[config.mk]
export PLATFORM = sky130hd
export DESIGN_NAME = salc_way_match
export DESIGN_NICKNAME = d
export VERILOG_FILES = /design/src/rtl/core/salc_pkg.sv /design/src/rtl/core/salc_way_match.sv
export SDC_FILE = /design/constraint.sdc
export NUM_CORES = 1
export LEC_CHECK = 0
export BUFFER_PORTS_ARGS = -buffer_cell sky130_fd_sc_hd__buf_2
export CORE_AREA = 2 2 219 221
export DETAILED_ROUTE_END_ITERATION = 16
export DIE_AREA = 0 0 221 223
export PLACE_DENSITY = 0.35
export SYNTH_ARGS = -nofsm -noshare
export SYNTH_HDL_FRONTEND = slang
export SYNTH_SLANG_ARGS = --single-unit
[constraint.sdc]
create_clock -name vclk -period 2.3
set_input_delay 0.23 -clock vclk [all_inputs]
set_output_delay 0.23 -clock vclk [all_outputs]
set_load 0.005 [all_outputs]
[src/rtl/core/salc_pkg.sv]
`default_nettype none
// ----------------------------------------------------------------------------
// salc_pkg
// Shared types, codes and helpers for the set-associative LRU cache model.
// ----------------------------------------------------------------------------
package salc_pkg;

   // access kinds
   localparam logic [1:0] FUNC_LOAD   = 2'd0;
   localparam logic [1:0] FUNC_STORE  = 2'd1;
   localparam logic [1:0] FUNC_MODIFY = 2'd2;
   localparam logic [1:0] FUNC_NONE   = 2'd3;

   // configuration register indexes
   localparam logic [1:0] CSR_SET_BITS   = 2'd0;
   localparam logic [1:0] CSR_BLOCK_BITS = 2'd1;
   localparam logic [1:0] CSR_WAYS_USED  = 2'd2;

   localparam logic [2:0] SET_BITS_RST   = 3'd4;
   localparam logic [4:0] BLOCK_BITS_RST = 5'd4;
   localparam logic [3:0] WAYS_USED_RST  = 4'd1;

   // way index field wide enough for the largest supported way count (32)
   localparam int WAY_IDX_W = 5;

   typedef struct packed {
      logic [1:0]  func;
      logic [31:0] address;
   } req_type;

   typedef struct packed {
      logic        hit;
      logic        evicted;
      logic        last;
      logic [31:0] hits_total;
      logic [31:0] misses_total;
      logic [31:0] evictions_total;
   } rsp_type;

   typedef struct packed {
      logic        valid;
      logic [31:0] tag;
      logic [31:0] stamp;
   } line_type;

   typedef struct packed {
      logic                 hit;
      logic [WAY_IDX_W-1:0] hit_way;
      logic                 free;
      logic [WAY_IDX_W-1:0] free_way;
   } match_type;

   typedef enum logic [2:0] {
      ST_CLEAR,
      ST_IDLE,
      ST_READ,
      ST_LOOK,
      ST_SCAN,
      ST_DONE
   } state_type;

   function automatic logic [31:0] sat_inc(input logic [31:0] v);
      sat_inc = (v == 32'hFFFF_FFFF) ? v : v + 32'd1;
   endfunction

endpackage
`default_nettype wire

[src/rtl/core/salc_way_match.sv]
`default_nettype none
// ----------------------------------------------------------------------------
// salc_way_match
// Tag compare across the ways of one set; first hit and first free way.
// ----------------------------------------------------------------------------
module salc_way_match #(
   parameter int MAX_WAYS = 8
) (
   input  wire salc_pkg::line_type [MAX_WAYS-1:0]        row,
   input  wire logic [31:0]                              tag,
   input  wire logic [$clog2(MAX_WAYS+1)-1:0]            nways,
   output salc_pkg::match_type                           match
);

   always_comb begin
      match = '0;
      // walk downward so the lowest matching way wins
      for (int w = MAX_WAYS - 1; w >= 0; w--) begin
         if (32'(w) < 32'(nways)) begin
            if (row[w].valid && row[w].tag == tag) begin
               match.hit     = 1'b1;
               match.hit_way = salc_pkg::WAY_IDX_W'(w);
            end
            if (!row[w].valid) begin
               match.free     = 1'b1;
               match.free_way = salc_pkg::WAY_IDX_W'(w);
            end
         end
      end
   end

endmodule
`default_nettype wire

==> metrics.md <==
| Metric | Value |
|---|---|
| CP startpoint | tag[1] |
| Die Footprint | 49,280 sq um |
| Die Span X | 221 um |
| Area Overhead vs Synth | 105.9% |
| CP bufs+invs | 5 |
| Final WS setup | -0.2223 ns |
| F_max | 396.5 MHz |
| Hpwl dp | ~29 mm |
| Final TNS setup | -0.6427 ns |
| Post-route clock period utilization | 109.7% |
| Crit-path max FO | 4 |
| Placer congestion estimate | a little over 0.8 |
| Yosys warns | 0 |
| Post-Syn Area | between 3000 and 4000 sq um |
| RSZ-0062 raised after global routing | true |
| Max-slew violations | 0 |
| CP Data Arrival Time | 2.29 ns |
| Synth top area share | 39.38% |
| Hold worst-path end | match[0] |
| Relative slew margins | 62.20% |
| Antenna violations before repair | 7 |
| Seq/Total Area, Yosys | 0% |
| Final min period | 2.522 ns |
| Hold Path Class | input port to output pin |
| Area contributors post-synth | xnor2_1 39%, xor2_1 24%, nand4_1 7.6% |
| Seq cells | 0 |
| Starting Density | 7.312% |
| Via Count | about 4,700 |
| Multi-input logic area | around 3500 sq um |
| Worst hold stages | 3 |
| Vias in the first global route | 5,108 |
| Hold slack | 0.8319 ns |
| Status | finished with violations |
| Mean post-synth cell area | between 7 and 8 sq um |
| Min-delay src | row[64] |
| Library cells used by synthesis | 38 |
| Total GRT Usage | 12.45% |
| Kind of critical path | input port to output pin |
| CLK BUF | 0 |
| Cell mode on critical path | buf_6 |
| Max incr delay on CP | about 0.40 ns |
| Vert. Die Dim | 223 um |
| Max Cap Viol | 0 |
| Fin util | 15.05% |
| Router iterations before antenna repair | 7 |
| Drt wl/cell | 21.86 um |
| GR Overflow Total | 0 |
| Hold-fix buffers, CTS | 0 |
| Worst-Margin Slew | 0.5611 ns |
| IO Port Bufs | 308 |
| Total power | 1.343 mW |
| Register area | 0 sq um |
| Crit start category | input port |
| Initial drt markers | 182 |
| IO Count | 568 |
| CP delay by family, top | simple AND/OR/NAND/NOR gates |
| Fillers | 5,402 |
| Cells after synthesis | 448 |
| Vias per cell | around 3.2 |
| Post-layout nets | 1,405 |
| Worst-path cell chain | buf_2 > buf_12 > buf_6 > xnor2_2 > nand4_1 > nor4_4 > buf_4 > nand4_2 > nand2_4 > or3b_4 > or3_4 > buf_6 |
| Most frequent cells in the layout | 285 x buf_2, 136 x xnor2_1, 111 x buf_4 |
| CP Capture Type | output pin |
| Leak | between 3 and 4 nW |
| Share of cells above drive strength 1 | 57.26% |
| DR DRC count | 0 |
| Pin count of the biggest net entering global routing | 8 |
| Largest area contributor in the netlist | xnor2_1 |
| Most common cell after layout, fill and taps aside | buf_2 |
| Antenna viol nets, final | 0 |
| Setup Viol. Count Final | 4 |
| P per Cell Area | approximately 190 nW/um^2 |
| Failing checks | negative setup slack |
| Crit path max-delay cell type | or3b_4 |
| Standard-cell rows | 80 |
| Hold violation count in the final report | 0 |
| Core area | 47,150 sq um |
| Critical path data required time | 2.07 ns |
| First-pass GRT wire length | between 40 and 50 mm |
| WL final | ~32 mm |
| Worst VDD drop | ~100 uV |
[worst min-delay path: stages]
cell and delay (ns):
buf_2 0.11, nor2b_1 0.12, buf_2 0.13
[stage by stage]
stage / std cells / setup WS, ns / instance area (sq um)
floorplan: 451 / 0.5027 / 3458
global placement: 1451 / -1.055 / 6479
detailed placement: 1451 / -0.9521 / 6479
CTS: 1459 / -0.3080 / 6933
global route: 1462 / -0.2936 / 7089
finish: 1465 / -0.2223 / 7097
[power by group]
part / internal [mW] / switching [mW]
logic: 0.684 / 0.659
clock network: 0.000000110 / 0
registers: 0 / 0
total: 0.684 / 0.659
[Yosys cell counts, drive strengths merged]
| cell | n |
|---|---|
| o22ai | 2 |
| nor2b | 3 |
| nor4 | 28 |
| xnor2 | 155 |
| nor3 | 11 |
| or3b | 1 |
| nand3 | 8 |
| nor4b | 1 |
| nor2 | 9 |
| xor2 | 95 |
| conb | 1 |
| o21ai | 9 |
| o21a | 1 |
| a222oi | 1 |
| nand2 | 12 |
| a2111o | 1 |
| a21bo | 1 |
| a21oi | 6 |
| nand4 | 43 |
| a211o | 1 |
| o221ai | 1 |
| buf | 36 |
| inv | 12 |
| o2111ai | 1 |
| a31oi | 1 |
| or3 | 2 |
| o21bai | 1 |
| nand2b | 2 |
| a21boi | 2 |
| a2111oi | 1 |
[cells by family after synthesis]
logic type                synth area share (%)
xor gates and xnor gates                 63.74
and+or+nand+nor                          20.76
buffers and inverters                    9.691
AOI/OAI and AO/OA                        5.699
other                                   0.1088
[worst max-delay path by stage]
stage,endpoint,slack (ns),depth (start not counted)
after global routing,match[11],-0.29,12
after CTS,match[11],-0.31,12
after floorplan,match[11],0.50,8
after detailed placement,match[6],-0.95,11
final,match[11],-0.22,12
after global placement,match[6],-1.06,11
[what timing repair did]
| item | 4_1_cts | 5_1_grt |
|---|---|---|
| setup buffers | 8 | 6 |
| cloned | 0 | 0 |
| pin swaps | 23 | 22 |
| resized for setup | 74 | 31 |
| setup endpoints to repair | 4 | 4 |
[area by class of cell]
cell class / instances / share of cell area (%)
Inverter: 12 / 0.6347
Tap cell: 615 / 10.84
Antenna cell: 3 / 0.1058
Timing Repair Buffer: 432 / 39.49
Multi-Input combinational cell: 403 / 48.92
[metal layers]
metal,GRT usage (%),vias to the layer above,wire (um)
met2,21.74,251,15100
met4,0.9959,4,383
met3,1.949,16,1994
li1,-,2308,-
met1,16.70,2163,14530
met5,0,-,23
Power figures use the tool's default switching activity.
