==> src/rtl/core/salc_ram.sv <==
`default_nettype none
// ----------------------------------------------------------------------------
// salc_ram
// Generic simple dual-port RAM, one write and one registered read port.
// ----------------------------------------------------------------------------
module salc_ram #(
   parameter int WIDTH = 8,
   parameter int DEPTH = 16
) (
   input  wire logic                                  clock,
   input  wire logic                                  wr_en,
   input  wire logic [(DEPTH > 1 ? $clog2(DEPTH) : 1)-1:0] wr_addr,
   input  wire logic [WIDTH-1:0]                      wr_data,
   input  wire logic                                  rd_en,
   input  wire logic [(DEPTH > 1 ? $clog2(DEPTH) : 1)-1:0] rd_addr,
   output logic      [WIDTH-1:0]                      rd_data
);

   logic [WIDTH-1:0] mem [DEPTH];
   logic [WIDTH-1:0] rd_data_ff;

   always_ff @(posedge clock) begin
      if (wr_en) begin
         mem[wr_addr] <= wr_data;
      end
      if (rd_en) begin
         rd_data_ff <= mem[rd_addr];
      end
   end

   assign rd_data = rd_data_ff;

endmodule
`default_nettype wire

==> config.mk <==
export PLATFORM = sky130hd
export DESIGN_NAME = salc_ram
export DESIGN_NICKNAME = d
export VERILOG_FILES = /design/src/rtl/core/salc_ram.sv
export SDC_FILE = /design/constraint.sdc
export NUM_CORES = 1
export LEC_CHECK = 0
export ABC_AREA = 1
export BUFFER_PORTS_ARGS = -buffer_cell sky130_fd_sc_hd__buf_2
export CORE_ASPECT_RATIO = 0.5
export CORE_MARGIN = 8
export CORE_UTILIZATION = 50
export DETAILED_ROUTE_END_ITERATION = 16
export GPL_TIMING_DRIVEN = 0
export PLACE_DENSITY = 0.67
export SYNTH_ARGS = -nofsm -noshare
export SYNTH_HDL_FRONTEND = slang
export SYNTH_SLANG_ARGS = --single-unit
==> constraint.sdc <==
create_clock -name clock -period 2.5 [get_ports clock]
set_input_delay 0.5 -clock clock [delete_from_list [all_inputs] [get_ports clock]]
set_output_delay 0.5 -clock clock [all_outputs]
set_load 0.05 [all_outputs]
==> summary by stage, run 1 <==
Outcome
The flow ran to the end, and the final reports show no timing, DRC or antenna violations.

Die
In this run the vertical extent of the chip is 92.5 um. The full die area is 15600 um^2. The chip width is between 150 and 200 um. The placeable core region is 11600 um^2. During I/O placement, the number of pins put on the boundary was 27. The initial cell density of the core is 0.504. After floorplanning, the core was divided into 28 placement rows.

Power and ir drop
Total power for the finished layout comes to approximately 5.3 mW. The share of total power dissipated in combinational logic is 0.072. The net switching power figure is 1.30 mW. Across the VDD grid, the largest voltage drop is 0.000493 V. The total internal power is 4.04 mW. In this run the power density over the cells is 795 nW/um^2.

The sequential cell fraction of total power is 0.483. The net switching fraction of the power is 0.244. The part of the total power dissipated in the clock network is 0.445. Summed over all cells, the static leakage comes to 2.89 nW.

Clock tree
The clock tree from TritonCTS is done. The clock passes through at most 2 buffers. After clock tree synthesis, the clock-pin slew on the worst setup and hold paths is 60 ps. The H-tree was split into 4 levels. Buffers inserted to repair hold after CTS numbered 0.

Once the clock tree was built, the setup fixing pass inserted 0 buffers. The total clock sinks is 136. The total clock buffers created by CTS is 17. The clock reaches the later pin of the worst-skew pair after 420 ps. Clock tree synthesis selected as its root buffer the cell clkbuf_16. Gates resized during post-CTS repair numbered 0.

Detailed routing
The total routed wirelength is between 15 and 20 mm. In the routed layout, each cell is associated on average with a via count of 5.26. In the final routed layout, each cell accounts on average for roughly 20 um. Across all layers, the routed design uses around 4100 vias. The detailed router finished its first iteration with 480 violations. The detail route stage leaves a number of antenna-violating nets equal to 0. The post-route DRC violation count is 0. Before antenna repair, the detailed router went through 5 iterations.

Setup path
STA classifies the critical path endpoint as a register. The worst setup path is launched from an input port. The end point of the critical path is mem[10][4]. The slack of the worst reg-to-reg path is 1290 ps. In this run the worst path has a maximum fanout of 8. The worst setup path is of the in2reg kind. The launching instance or port of the critical path is wr_addr[2]. Counting cells, the worst reg-to-reg path comes to 6. The critical path required time is 2540 ps.

The startpoint identified for the worst register-to-register timing path is mem[11][1]. STA puts the critical path data arrival time at approximately 1700 ps. The endpoint identified for the worst register-to-register timing path is rd_data[1].

STA
For the pin with the worst max-slew slack, the measured transition is a little under 1000 ps. Dividing the final minimum period by the clock period gives 0.662. The clock period could shrink to between 1500 and 2000 ps. Setup repair after global routing left no endpoint under its margin.

The worst clock skew is 8.14 ps. The total setup violations reported at the end of the flow is 0. The number of pins exceeding their max-slew limit in the final report is 0. The highest achievable clock rate is slightly above 600 MHz.

The count of final hold-check violations came to 0. Measured against its own limit, the worst slew margin works out to 0.350. The final total negative setup slack is 0 ps.

Synthesis
Sorting the synthesized cells by area gives the leading types as edfxtp_1 (70%), nand2_1 (11%), nand3_1 (8.3%). The compound-cell area share of the yosys netlist is 0. The number of storage elements in the synthesis netlist is 136.

The synthesized design contains 136 enable-type register cells. The combinational family with the most area after synthesis is simple AND/OR/NAND/NOR gates. In the synthesized netlist, the cells that appear most often are nand2_1 (173), edfxtp_1 (136), inv_1 (100). The number of nets in the synthesized netlist is 570. Of all flip-flops after synthesis, the portion carrying an async set or reset was 0. The xor/xnor cell area share of the yosys netlist is 0. For this run, the leading register cell type out of synthesis is edfxtp_1.

The mean area per synthesized cell is roughly 11 um^2. The post-synthesis cell type with the largest combined area is edfxtp_1. The area of the mapped netlist is a little under 6000 um^2.

Of the total synthesized cell area, the portion taken by full adders, half adders and majority gates is 0. The share of synthesized area in the top cell type comes to 0.698. Synthesis produced around 550 cells.

The number of distinct library cells after synthesis is 11. For this run, the register share of the synthesized area comes to 0.698. The Yosys step of the flow raised 0 warnings.

nand2_1 is the most common cell in the netlist. The portion of synthesized area spent on multiplexers is 0. Of the total synthesized cell area, the portion taken by AND, OR, NAND and NOR gates is 0.208.

Global route
The first-pass GRT wire length is 23.3 mm. Entering global routing, the biggest net connects 17 pins. The overflow left after global routing is 0. In the global route stage, overall resource usage came out at 0.208.

The number of antenna violations at the first check in global routing is 0. The via count of the first global-routing pass is 3748.

Finish
The antenna cell count is 0. Of the cells placed in the final design, the portion with a size suffix greater than 1 is 0.130. The total number of nets in the final design is 612. The layout filler cell count is 960.

The post-synthesis to final-layout area growth is 15.0%.

Place
The last weighted congestion value of the routability-driven placer is between 0.8 and 0.9. The number of input and output port buffers inserted is 23. The post-detailed-placement half-perimeter wirelength is 10.6 mm.

Job
Max-cap violations in this run came to 0.

Worst hold path
The worst hold-check path type is in2reg.
cells by family (layout without fill, tap and decap cells):
kind of cell / after synthesis / in the layout
flops: 136 / 136
buf+inv: 126 / 181
simple gates: 289 / 289
through the flow:
step / std cells / worst slack, ps / hold WS (ps) / cell area, um^2 / util
after detailed placement: 739 / 470 / 793 / 6170 / 0.532
final: 771 / 844 / 465 / 6720 / 0.580
after floorplan: 551 / 1050 / 599 / 5850 / -
after global placement: 739 / 518 / 783 / 6170 / 0.532
after CTS: 771 / 904 / 452 / 6720 / 0.580
after global routing: 771 / 755 / 451 / 6720 / 0.580
critical path, cell delays in order:
cell and delay (ps):
buf_2 120, nand3b_1 320, nor2_1 750
routing by layer:
layer	share of wire	GRT usage	up-vias
li1	-	-	1868
met1	0.49	0.326	1960
met2	0.38	0.257	218
met3	0.12	0.0747	11
met4	0.0085	0.0583	0
met5	0	0	-
final cells by class:
cell class | count | area (um^2) | area share
multi-input combinational | 289 | 1210 | 0.181
tap | 165 | 206 | 0.0307
timing repair buffer | 23 | 115 | 0.0171
clock inverter | 14 | 125 | 0.0186
clock buffer | 18 | 429 | 0.0638
buffer | 24 | 166 | 0.0248
sequential | 136 | 4080 | 0.607
inverter | 102 | 383 | 0.0570
worst min path at each step:
| stage | startpoint | endpoint | slack (ps) | cells after the start |
|---|---|---|---|---|
| 3_5_place_dp | mem[1][2] | rd_data[2] | 790 | 6 |
| 4_1_cts | rd_en | rd_data[0] | 450 | 1 |
| 3_3_place_gp | mem[4][4] | rd_data[4] | 780 | 6 |
| 6_report | rd_en | rd_data[5] | 460 | 1 |
| 5_1_grt | rd_en | rd_data[3] | 450 | 1 |
| 2_1_floorplan | wr_data[0] | mem[0][0] | 600 | 0 |
sequential cells by signal, summed over array words and instances (netlist names):
signal   count
mem        128
rd_data      8
layout by cell type, fill, tap and decap left out, drive strengths merged:
cell	instances
buf	47
bufinv	1
clkbuf	18
clkinv	7
clkinvlp	3
edfxtp	136
inv	105
nand2	173
nand3	97
nand3b	2
nor2	17
power groups by stage:
stage          Clock, mW  Sequential (mW)  Combinational (mW)
4_1_cts             2.37             2.58               0.378
3_3_place_gp           0             2.63               0.371
2_1_floorplan          0             2.67               0.180
5_1_grt             2.48             2.58               0.415
3_5_place_dp           0             2.63               0.377
6_report            2.38             2.58               0.386
(Power assumes the default switching activity.)
==> run 2, diff against run 1 <==
--- a/config.mk
+++ b/config.mk
@@ -5,7 +5,7 @@
 export SDC_FILE = /design/constraint.sdc
 export NUM_CORES = 1
 export LEC_CHECK = 0
-export ABC_AREA = 1
+export ABC_AREA = 0
 export BUFFER_PORTS_ARGS = -buffer_cell sky130_fd_sc_hd__buf_2
 export CORE_ASPECT_RATIO = 0.5
 export CORE_MARGIN = 8
==> constraint.sdc (replaced) <==
create_clock -name clock -period 1.7 [get_ports clock]
set_input_delay 0.34 -clock clock [delete_from_list [all_inputs] [get_ports clock]]
set_output_delay 0.34 -clock clock [all_outputs]
set_load 0.05 [all_outputs]
==> run 2 against run 1 <==
- clock skew decreased by 2.3 ps
- die area is 9.2% lower
- synthesized area is 11% lower
- critical path depth stayed put
- utilization is 2.1 points higher
- sequential share of layout area rose by 6.1 points
- synthesized cell count is 58% lower
- register-to-register slack got worse by 1300 ps
- hold slack worse by 210 ps
- worst setup slack worse by 840 ps
- cell area decreased by 9.1%
- largest power group unchanged
==> summary by stage, run 2 <==
Outcome
The flow ran to the end, and the final reports show no timing, DRC or antenna violations.

Power and ir drop
The static leakage is 2.03 nW. The power share of the combinational group is 0.053. Of the total power, registers draw 0.488. Of the total power, the share spent switching nets is 0.204. The power per unit of standard cell area is 1270 nW/um^2.

The net switching power figure is 1.58 mW. Internal power comes to 6.20 mW. The share of total power dissipated in the clock network is 0.459. IR analysis of the VDD net gives a maximum drop of 0.000660 V.

Detailed routing
Summed over all layers, the routed wires come to 10.3 mm. After detailed routing, the number of vias per cell comes to 5.82. The total via count after detailed routing is 2480.

The first-pass detailed-route iteration total is 5. The antenna violation net count after detailed routing is 0. After the first detailed-routing iteration, the DRC count stood at 196. After detailed routing, the number of remaining DRC violations is 0. The average detailed-routed wire length per instance is between 20 and 25 um.

Global route
Entering global routing, the biggest net connects 17 pins. The first global-routing pass estimated 15.5 mm of wire. For this run, global-route usage on met1 was measured as 0.192. Across every metal layer, demand over resource in global routing totals 0.157. For met2 alone, demand over resource in global routing was 0.253. The via count of the first global-routing pass came to about 2600. The met3 global-route usage is 0.0427. In this run the most used layer during global routing was met2. The number of antenna violations at the first check in global routing is 0.

Global routing finished with a remaining overflow of 0.

Die
For this configuration, the core starts out at a cell density of 0.513. Row generation in the floorplan step produced 26 rows. The die boundary height is 88.3 um.

The I/O pin total is 27. The total area inside the core boundary comes to about 10000 um^2. The chip width is 161 um.

The floorplan step defined a die boundary enclosing 14200 um^2.

STA
The actual slew at the worst max-slew pin is roughly 1200 ps. The highest achievable clock rate is 589 MHz. The total setup violations reported at the end of the flow is 0. In this run the tightest slew margin relative to its limit is 0.174. The tightest hold path in the finished design has a slack of 258 ps. Setup repair after global routing left no endpoint under its margin. The shortest period the worst path allows is 1700 ps. The number of pins exceeding their max-slew limit in the final report came to 0. The count of final hold-check violations came to 0. Once routing completed, OpenROAD measured the worst setup slack at 1.55 ps. Across the routed clock network, the largest skew measured is 5.84 ps. Of the available clock period, the critical path in the final layout requires 0.999.

Finish
At the end of the flow, the number of nets in the layout was 292. The flip-flop count of the largest register after layout is 128. The library cell used most frequently in the layout, excluding fill and tap cells, is edfxtp_1. In the layout the commonest cells are edfxtp_1 (136), buf_2 (28), mux4_2 (18), clkbuf_16 (17), a22oi_1 (16).

The final non-filler cell area is 6110 um^2. Compared with the post-synthesis result, the final layout area differs by 16.9%. The register bank with the most flops is mem. The antenna cell count is 0. In the final layout, the share of cells above drive strength 1 is 0.287. Leaving out filler cells and counting taps, the final layout contains 426.

Clock tree
The count of hold buffers inserted by post-cts repair is 0. The total clock sinks is 136. The total clock buffers created by CTS is 17. The clock tree from TritonCTS is done. For the worst-skew pair, the clock arrives at the later sink with an insertion delay of 420 ps. The number of gates resized after CTS was 1. The maximum number of buffers from clock root to sink is 2.

The post-CTS setup-driven buffer insertion count is 0. Clock-pin slew was measured on the worst setup and hold paths at around 50 ps. The clock root buffer master is clkbuf_16. The clock tree synthesis step divided the H-tree into 4 levels.

Synthesis
Dividing the synthesized area by the synthesized cell count gives roughly 23 um^2. The synthesized design spends more area on one cell type than any other, namely edfxtp_1. Counting every instance in the synthesized netlist gives about 230. The area of the mapped netlist is between 5000 and 6000 um^2. Of the synthesized area, sequential elements account for 0.781. The number of nets handed over by synthesis was 248. The share of flip-flops with an asynchronous set or reset is 0. Ranked by total cell area, the synthesized netlist is headed by edfxtp_1 (78%), mux4_2 (7.8%), mux4_1 (7.0%). The number of storage elements in the synthesis netlist is 136.

Yosys printed 0 warnings. The most common cell in the netlist is edfxtp_1. The share of synthesized area in the top cell type comes to 0.781.

The count of flip-flops with a built-in enable after synthesis is 136. For this run, the leading register cell type out of synthesis is edfxtp_1. By count the netlist is led by edfxtp_1 (136), mux4_2 (18), a22oi_1 (16). After synthesis, the netlist uses 18 different library cells.

Place
In this run the tool buffered the top-level ports with 25 buffer cells. The placed standard-cell area is 5530 um^2. The post-detailed-placement half-perimeter wirelength is 6.67 mm. The last weighted congestion value of the routability-driven placer is ~0.80. The number of placed instances, taps included, is 394. At the placement stage, the worst setup path has a slack of -432 ps.

Worst hold path
The number of cells on the worst hold path is 1. The min-delay analysis places its worst path in the category in2reg. For hold timing, the worst endpoint is rd_data[6].

The startpoint of the lowest-slack hold path is rd_en.

Setup path
The slack of the worst reg-to-reg path is 2 ps. The worst setup path is captured at a register. The sort of element at the start of the critical path is a register. The worst register-to-register path ends at rd_data[3]. The critical path required time is 1850 ps.

The setup path with the least slack is of type reg2reg. The worst register-to-register path begins at mem[1][3]. The worst-path maximum fanout is 1.

The arrival time at the worst endpoint is 1850 ps. Measured in cells, the most critical reg-to-reg path has a length of 3.

Job
The tool flagged a number of max-cap violations equal to 0.
==> run 2: layout make-up <==
type                       instances  area [um^2]
multi-input combinational         83         1070
clock buffer                      20          437
sequential                       136         4080
buffer                            10         86.3
fill                             691         4070
timing repair buffer              25          125
tap                              140          175
clock inverter                    12          133
==> run 2: critical path: stages (launching register included) <==
cell,delay [ps]
edfxtp_1,360
mux4_1,520
a22oi_1,450
nand2_1,100
==> run 2: kinds of logic (layout without fill, tap and decap cells) <==
logic type,after synthesis,in the layout,share of synthesized area
flip-flops,136,136,0.781
AND/OR/NAND/NOR,35,35,0.0314
multiplexers,32,32,0.148
AO/OA/AOI/OAI,16,16,0.0230
buffers and inverters,10,67,0.0165
==> run 2: worst max path at each step <==
stage | from | slack [ps] | endpoint | depth (start not counted)
floorplan | rd_addr[0] | 80 | rd_data[1] | 5
global placement | wr_addr[3] | -370 | mem[4][0] | 3
detailed placement | wr_addr[2] | -430 | mem[8][1] | 3
CTS | mem[1][3] | 60 | rd_data[3] | 3
global route | mem[2][0] | 20 | rd_data[0] | 3
finish | mem[1][3] | 2 | rd_data[3] | 3
==> run 2: per-layer routing <==
| layer | share of wire | vias to the layer above |
|---|---|---|
| met2 | 0.49 | 90 |
| met3 | 0.062 | 31 |
| met5 | 0 | - |
| met4 | 0.030 | 0 |
| met1 | 0.42 | 1290 |
| li1 | - | 1069 |
==> run 2: stage by stage <==
stage,TNS (ps),power [mW],util
floorplan,0,4.11,-
global placement,-18670,4.26,0.543
detailed placement,-21310,4.28,0.543
CTS,0,7.80,0.600
global route,0,7.97,0.600
finish,0,7.78,0.600
==> run 2: power groups by stage <==
stage / registers [mW] / clock network, mW / logic (mW)
after floorplan: 3.92 / 0 / 0.191
after global placement: 3.86 / 0 / 0.400
after detailed placement: 3.87 / 0 / 0.414
after CTS: 3.80 / 3.59 / 0.417
after global routing: 3.80 / 3.73 / 0.440
final: 3.80 / 3.57 / 0.414
